`src/ffqs_pkg.sv`:
```
// Package: shared constants and types for the float floor quantizer.
`default_nettype none
package ffqs_pkg;
  localparam int unsigned CODE_W = 24;
  localparam logic [3:0] REG_RANGE = 4'd0;
  localparam logic [3:0] REG_PREC  = 4'd1;

  typedef struct packed {
    logic [31:0]       result_bits;
    logic [CODE_W-1:0] fixed_code;
    logic              clipped_high;
    logic              clipped_low;
    logic              is_nan;
  } ffqs_result_t;
endpackage
`default_nettype wire

```
`src/ffqs_core.sv`:
```
// Combinational core: float to grid code with floor and saturation, and back to float.
`default_nettype none
module ffqs_core (
  input  wire logic [31:0]    value_bits,
  input  wire logic [3:0]     m,
  input  wire logic [3:0]     n,
  output ffqs_pkg::ffqs_result_t res
);
  import ffqs_pkg::*;

  logic        s;
  logic [7:0]  e;
  logic [22:0] f;
  logic [23:0] sig;
  logic signed [10:0] sh;
  logic [4:0]  k;
  logic [40:0] ip;
  logic        frac;
  logic [24:0] maxcode;
  logic [24:0] mincode_mag;
  logic        hi, lo;
  logic [41:0] negmag;
  logic [24:0] cmag;
  logic        cneg;
  logic [4:0]  p;
  logic [7:0]  expo;
  logic [22:0] mant;
  logic [47:0] shifted;

  always_comb begin
    s = value_bits[31];
    e = value_bits[30:23];
    f = value_bits[22:0];
    sig = (e == 8'd0) ? {1'b0, f} : {1'b1, f};
    sh = ((e == 8'd0) ? 11'sd1 : $signed({3'b000, e})) - 11'sd150 + $signed({7'd0, n});
    ip = '0;
    frac = 1'b0;
    k = 5'd0;
    if (e == 8'hFF) begin
      ip = 41'd1 << 40;
    end else if (sh >= 0) begin
      if (sh > 11'sd16) ip = (sig != 24'd0) ? (41'd1 << 40) : '0;
      else ip = {17'd0, sig} << sh[4:0];
    end else if (sh <= -11'sd32) begin
      frac = sig != 24'd0;
    end else begin
      k = 5'(-sh);
      ip = {17'd0, sig >> k};
      frac = (sig & ((24'd1 << k) - 24'd1)) != 24'd0;
    end
    maxcode = (25'd1 << (5'(m) + 5'(n) - 5'd1)) - 25'd1;
    mincode_mag = 25'd1 << (5'(m) + 5'(n) - 5'd1);
    negmag = {1'b0, ip} + {41'd0, frac};
    hi = !s && ((ip > {16'd0, maxcode}) || (ip == {16'd0, maxcode} && frac));
    lo = s && (negmag > {17'd0, mincode_mag});
    if (hi) begin
      cmag = maxcode; cneg = 1'b0;
    end else if (lo) begin
      cmag = mincode_mag; cneg = 1'b1;
    end else begin
      cmag = s ? negmag[24:0] : ip[24:0]; cneg = s;
    end
    p = 5'd0;
    for (int i = 1; i < 25; i++) if (cmag[i]) p = 5'(i);
    expo = 8'(p) + 8'd127 - 8'(n);
    shifted = {23'd0, cmag} << (5'd23 - p);
    mant = shifted[22:0];
    res.is_nan = 1'b0;
    if (e == 8'hFF && f != 23'd0) begin
      res.result_bits = value_bits | 32'h0040_0000;
      res.fixed_code = '0;
      res.clipped_high = 1'b0;
      res.clipped_low = 1'b0;
      res.is_nan = 1'b1;
    end else begin
      if (cmag == 25'd0) res.result_bits = {s, 31'd0};
      else res.result_bits = {cneg, expo, mant};
      res.fixed_code = cneg ? 24'(-cmag) : cmag[23:0];
      res.clipped_high = hi;
      res.clipped_low = lo;
    end
  end
endmodule
`default_nettype wire

```
`src/float_floor_quantize_saturate_top.sv`:
```
// Top level: config registers, input register, core and result register.
// channel | ports                          | handshake
// input   | value_bits                     | start & !busy
// result  | result_bits fixed_code clipped_high clipped_low is_nan | done, one cycle
// config  | cfg_we cfg_index cfg_data       | cfg_we
// One transaction per cycle; the result passes the input register, the core and the result register.
// busy is always low; the register pipeline takes an item every cycle.
// rst clears valid flags and sets int_bits and frac_bits to 8.
`default_nettype none
module float_floor_quantize_saturate_top (
  input  wire logic        clk,
  input  wire logic        rst,
  input  wire logic        start,
  output logic             busy,
  input  wire logic [31:0] value_bits,
  input  wire logic        cfg_we,
  input  wire logic [3:0]  cfg_index,
  input  wire logic [3:0]  cfg_data,
  output logic             done,
  output logic [31:0]      result_bits,
  output logic signed [ffqs_pkg::CODE_W-1:0] fixed_code,
  output logic             clipped_high,
  output logic             clipped_low,
  output logic             is_nan
);
  import ffqs_pkg::*;

  logic [3:0]  int_bits, frac_bits;
  logic [3:0]  m_eff, n_eff;
  logic        in_valid;
  logic [31:0] in_value;
  ffqs_result_t core_res;

  assign busy = 1'b0;

  always_ff @(posedge clk) begin
    if (rst) begin
      int_bits <= 4'd8;
      frac_bits <= 4'd8;
    end else if (cfg_we) begin
      if (cfg_index == REG_RANGE) int_bits <= cfg_data;
      else if (cfg_index == REG_PREC) frac_bits <= cfg_data;
    end
  end

  assign m_eff = (int_bits == 4'd0) ? 4'd1 : (int_bits > 4'd12) ? 4'd12 : int_bits;
  assign n_eff = (frac_bits > 4'd12) ? 4'd12 : frac_bits;

  always_ff @(posedge clk) begin
    if (rst) begin
      in_valid <= 1'b0;
      done <= 1'b0;
    end else begin
      in_valid <= start;
      done <= in_valid;
    end
    in_value <= value_bits;
    result_bits <= core_res.result_bits;
    fixed_code <= core_res.fixed_code;
    clipped_high <= core_res.clipped_high;
    clipped_low <= core_res.clipped_low;
    is_nan <= core_res.is_nan;
  end

  ffqs_core u_core (
    .value_bits(in_value),
    .m(m_eff),
    .n(n_eff),
    .res(core_res)
  );
endmodule
`default_nettype wire

```
`config.mk`:
```
export PLATFORM = sky130hd
export DESIGN_NAME = float_floor_quantize_saturate_top
export DESIGN_NICKNAME = d
export VERILOG_FILES = /design/src/ffqs_pkg.sv /design/src/ffqs_core.sv /design/src/float_floor_quantize_saturate_top.sv
export SDC_FILE = /design/constraint.sdc
export NUM_CORES = 1
export LEC_CHECK = 0
export BUFFER_PORTS_ARGS = -buffer_cell sky130_fd_sc_hd__clkbuf_2
export CORE_MARGIN = 4
export CORE_UTILIZATION = 30
export CTS_BUF_LIST = sky130_fd_sc_hd__clkbuf_4
export CTS_CLUSTER_DIAMETER = 50
export DETAILED_ROUTE_END_ITERATION = 7
export HOLD_SLACK_MARGIN = 0.06
export PLACE_DENSITY_LB_ADDON = 0.05
export SYNTH_ARGS = -nofsm -noshare
export SYNTH_HDL_FRONTEND = slang
export SYNTH_SLANG_ARGS = --single-unit
```
`constraint.sdc`:
```
create_clock -name clk -period 15.6 [get_ports clk]
set_clock_uncertainty 0.05 [all_clocks]
set_input_delay 2.34 -clock clk [delete_from_list [all_inputs] [get_ports clk]]
set_output_delay 2.34 -clock clk [all_outputs]
set_load 0.01 [all_outputs]
```
==> impl_metrics.py <==
metrics = {
    "critical_path": {
        "crit_family": "simple AND/OR/NAND/NOR gates",
        "cp_data_arrival_time_ns": 14.51,
        "rr_startpoint": "in_value[24]",
        "crit_path_end_kind": "flip-flop",
        "worstPathRequired_ns": 16.06,
        "critPathBufInv": 5,
        "path_common_cell": "ha_1",
        "cpPeakStageDelay_ns": 0.98,
        "path_class": "reg -> reg",
        "r2r_setup_slack_ns": 1.55,
        "r2r-end": "result_bits[15]",
        "r2r_cells": 42,
        "start_kind": "flip-flop",
        "path_max_fanout": 33,
        "critical-path-slowest-cell": "nor2_1",
    },
    "worst_hold_path": {
        "hold_end": "done",
        "holdPathStages": 1,
        "hp-start": "in_valid",
        "hp-class": "reg -> reg",
    },
    "route": {
        "avgViaCountPerCell": 6.24,
        "drcViolationCount": 0,
        "antenna_left": 0,
        "wl_per_cell_um": 28.2,
        "routed_wl_um": 71800,
        "drt_iter0_drc": 1699,
        "vias": 15912,
        "drtPass1Iterations": 5,
    },
    "final_layout": {
        "fillers": 5207,
        "utilization": 0.327,
        "syn_to_final_growth_pct": 8.03,
        "layout.cells.non_filler": 2549,
        "drive_above_1_share": 0.164,
        "multiInputGateArea_um2": 11500,
        "regArea_um2": 2020,
        "layout.nets": 2053,
    },
    "timing": {
        "hold_viol": 0,
        "drv_slew": 0,
        "final.min_clock_period_ns": 14.05,
        "slew_headroom": 0.163,
        "worst_pin_slew_ns": 1.24,
        "fmax_ghz": 0.0712,
        "finalCritPeriodShare": 0.900,
        "rsz0062_at_grt": "false",
        "final.setup.tns_ns": 0,
        "setup_viol": 0,
    },
    "yosys": {
        "yosys.area.top_type": "dfxtp_1",
        "synth_seq_area_share": 0.140,
        "syn_area_per_cell_um2": 7.52,
        "syn_nets": 2050,
        "synth_edf_count": 0,
        "yosysMostFrequentCell": "nand2_1",
        "netlist_top_cells_count": "170 x nand2_1, 167 x nor2_1, 125 x a21oi_1",
        "synth_area_leaders": "dfxtp_1 14%, ha_1 7.3%, mux2i_1 6.8%",
        "synth_ff_type": "dfxtp_1",
        "synthCells": 1919,
        "async_flop_share": 0,
        "synth_cell_type_count": 109,
        "synth_top_area_share": 0.140,
        "ys_seq_elements": 101,
        "syn_area_um2": 14400,
        "ys_warn_count": 0,
    },
    "global_routing": {
        "use_met1": 0.367,
        "grt_start_max_net_pins": 51,
        "antenna_found_initial": 2,
        "grt_use_met2": 0.432,
        "grt_pass1_wl_um": 104000,
        "top_usage_layer": "met2",
        "globalRoute.totalOverflow": 0,
        "grt_pass1_vias": 15183,
        "grt_usage": 0.269,
        "grt_use_met3": 0.0428,
    },
    "pwr": {
        "vdd_drop_max_uv": 52.1,
        "powerDensity_nw_per_um2": 119,
        "p_leak_nw": 6.30,
    },
    "floorplan": {
        "fp-row-count": 80,
        "initial_core_util": 0.303,
        "die_area_um2": 51700,
        "die_y_um": 227,
        "io_pins": 105,
        "core_area_um2": 47600,
        "die_w_um": 227,
    },
    "clocking": {
        "clock-sinks": 101,
        "cts_setup_buffers": 0,
        "clock_path_buffers": 2,
        "numCtsBuffers": 9,
        "cts-root-buf": "clkbuf_4",
        "path_clk_slew_ns": 0.17,
        "h-tree-depth": 3,
        "cts-hold-fix-buffers": 0,
        "clk-insertion-delay-late_ns": 0.62,
        "cts.repair.resized": 0,
        "cts_tree": "done",
    },
    "placed_design": {
        "io_buffer_count": 103,
        "place.gp.congestion": 1.02,
        "dp.cells": 2526,
        "hpwlAfterDp_um": 55300,
    },
    "flow_run": {
        "maxCapViolations": 0,
    },
    "status": {
        "outcome": "finished clean",
    },
}
cell type report:
type,count,area share
Inverter,67,0.0161
Antenna cell,7,0.00112
Clock buffer,10,0.00481
Clock inverter,6,0.00369
Tap cell,615,0.0493
Sequential cell,101,0.130
Multi-Input combinational cell,1588,0.737
Timing Repair Buffer,155,0.0581
worst reg2reg max path, delay by kind of cell, from the launching register on:
family,cells,cell delay (ns)
AOI/OAI and AO/OA,13,3.26
xor gates and xnor gates,2,0.88
adders and majority gates,6,2.07
buffers and inverters,5,1.19
DFF,1,0.37
muxes,2,1.04
and+or+nand+nor,14,5.12
power breakdown:
group	internal, mW	total, mW	switching, mW
logic	0.464	1.35	0.889
registers	0.327	0.362	0.0347
clock network	0.0369	0.145	0.108
per-layer routing:
layer  up-vias  routed length [um]
met5         -                   0
li1       7255                   -
met4         0                2700
met3       127                4470
met2       660               32900
met1      7870               31700
cells by family after synthesis:
logic type | count (synthesis) | share of synthesized area
buf+inv | 230 | 0.0680
other cells | 1 | 0.000260
simple gates | 701 | 0.244
mux | 177 | 0.156
xor+xnor | 62 | 0.0407
fa+ha+maj | 87 | 0.0770
compound gates | 560 | 0.275
flops | 101 | 0.140
stage by stage:
stage	total power, mW	hold slack, ns	worst slack [ns]	instance area, um^2
2_1_floorplan	1.26	0.364	4.32	14400
3_3_place_gp	1.70	0.372	1.93	15400
3_5_place_dp	1.69	0.379	1.85	15400
4_1_cts	1.85	0.413	1.80	15600
5_1_grt	1.98	0.425	0.475	15600
6_report	1.86	0.409	1.55	15600
cell usage in the layout, fill, tap and decap left out, types with 10 or more instances in the layout:
master and n:
xor2_1 17, buf_4 52, a21oi_1 124, inv_1 62, or3_1 19, clkbuf_2 103, o21ai_0 76, ha_1 82
nand4_1 34, and2_1 18, o211ai_1 32, nand2_1 170, or2_2 15, clkbuf_4 10, a41oi_1 10, a211oi_1 33
nor2b_1 25, mux4_2 33, o21a_1 11, nand3_1 73, a31oi_1 30, o21ai_1 13, mux2i_1 98, o31ai_1 21
dfxtp_1 100, a21o_1 28, nor3_1 54, mux2_2 44, xnor2_1 38, o22ai_1 12, nor4_1 30, nand2b_1 22
and3_1 22, nor2_1 167
sequential cells by signal, summed over array words and instances (netlist names):
| register | flops |
|---|---|
| clipped_high | 1 |
| clipped_low | 1 |
| done | 1 |
| fixed_code | 24 |
| frac_bits | 4 |
| in_valid | 1 |
| in_value | 32 |
| int_bits | 4 |
| is_nan | 1 |
| result_bits | 32 |
worst max path at each step:
stage | start | to | slack (ns) | cells past startpoint
3_5_place_dp | in_value[24] | result_bits[15] | 1.85 | 42
5_1_grt | in_value[24] | result_bits[29] | 0.47 | 44
3_3_place_gp | in_value[24] | result_bits[15] | 1.93 | 44
2_1_floorplan | in_value[24] | result_bits[29] | 4.32 | 58
4_1_cts | in_value[24] | result_bits[15] | 1.80 | 42
6_report | in_value[24] | result_bits[15] | 1.55 | 42
No activity file was read; power rests on OpenSTA's default activity.
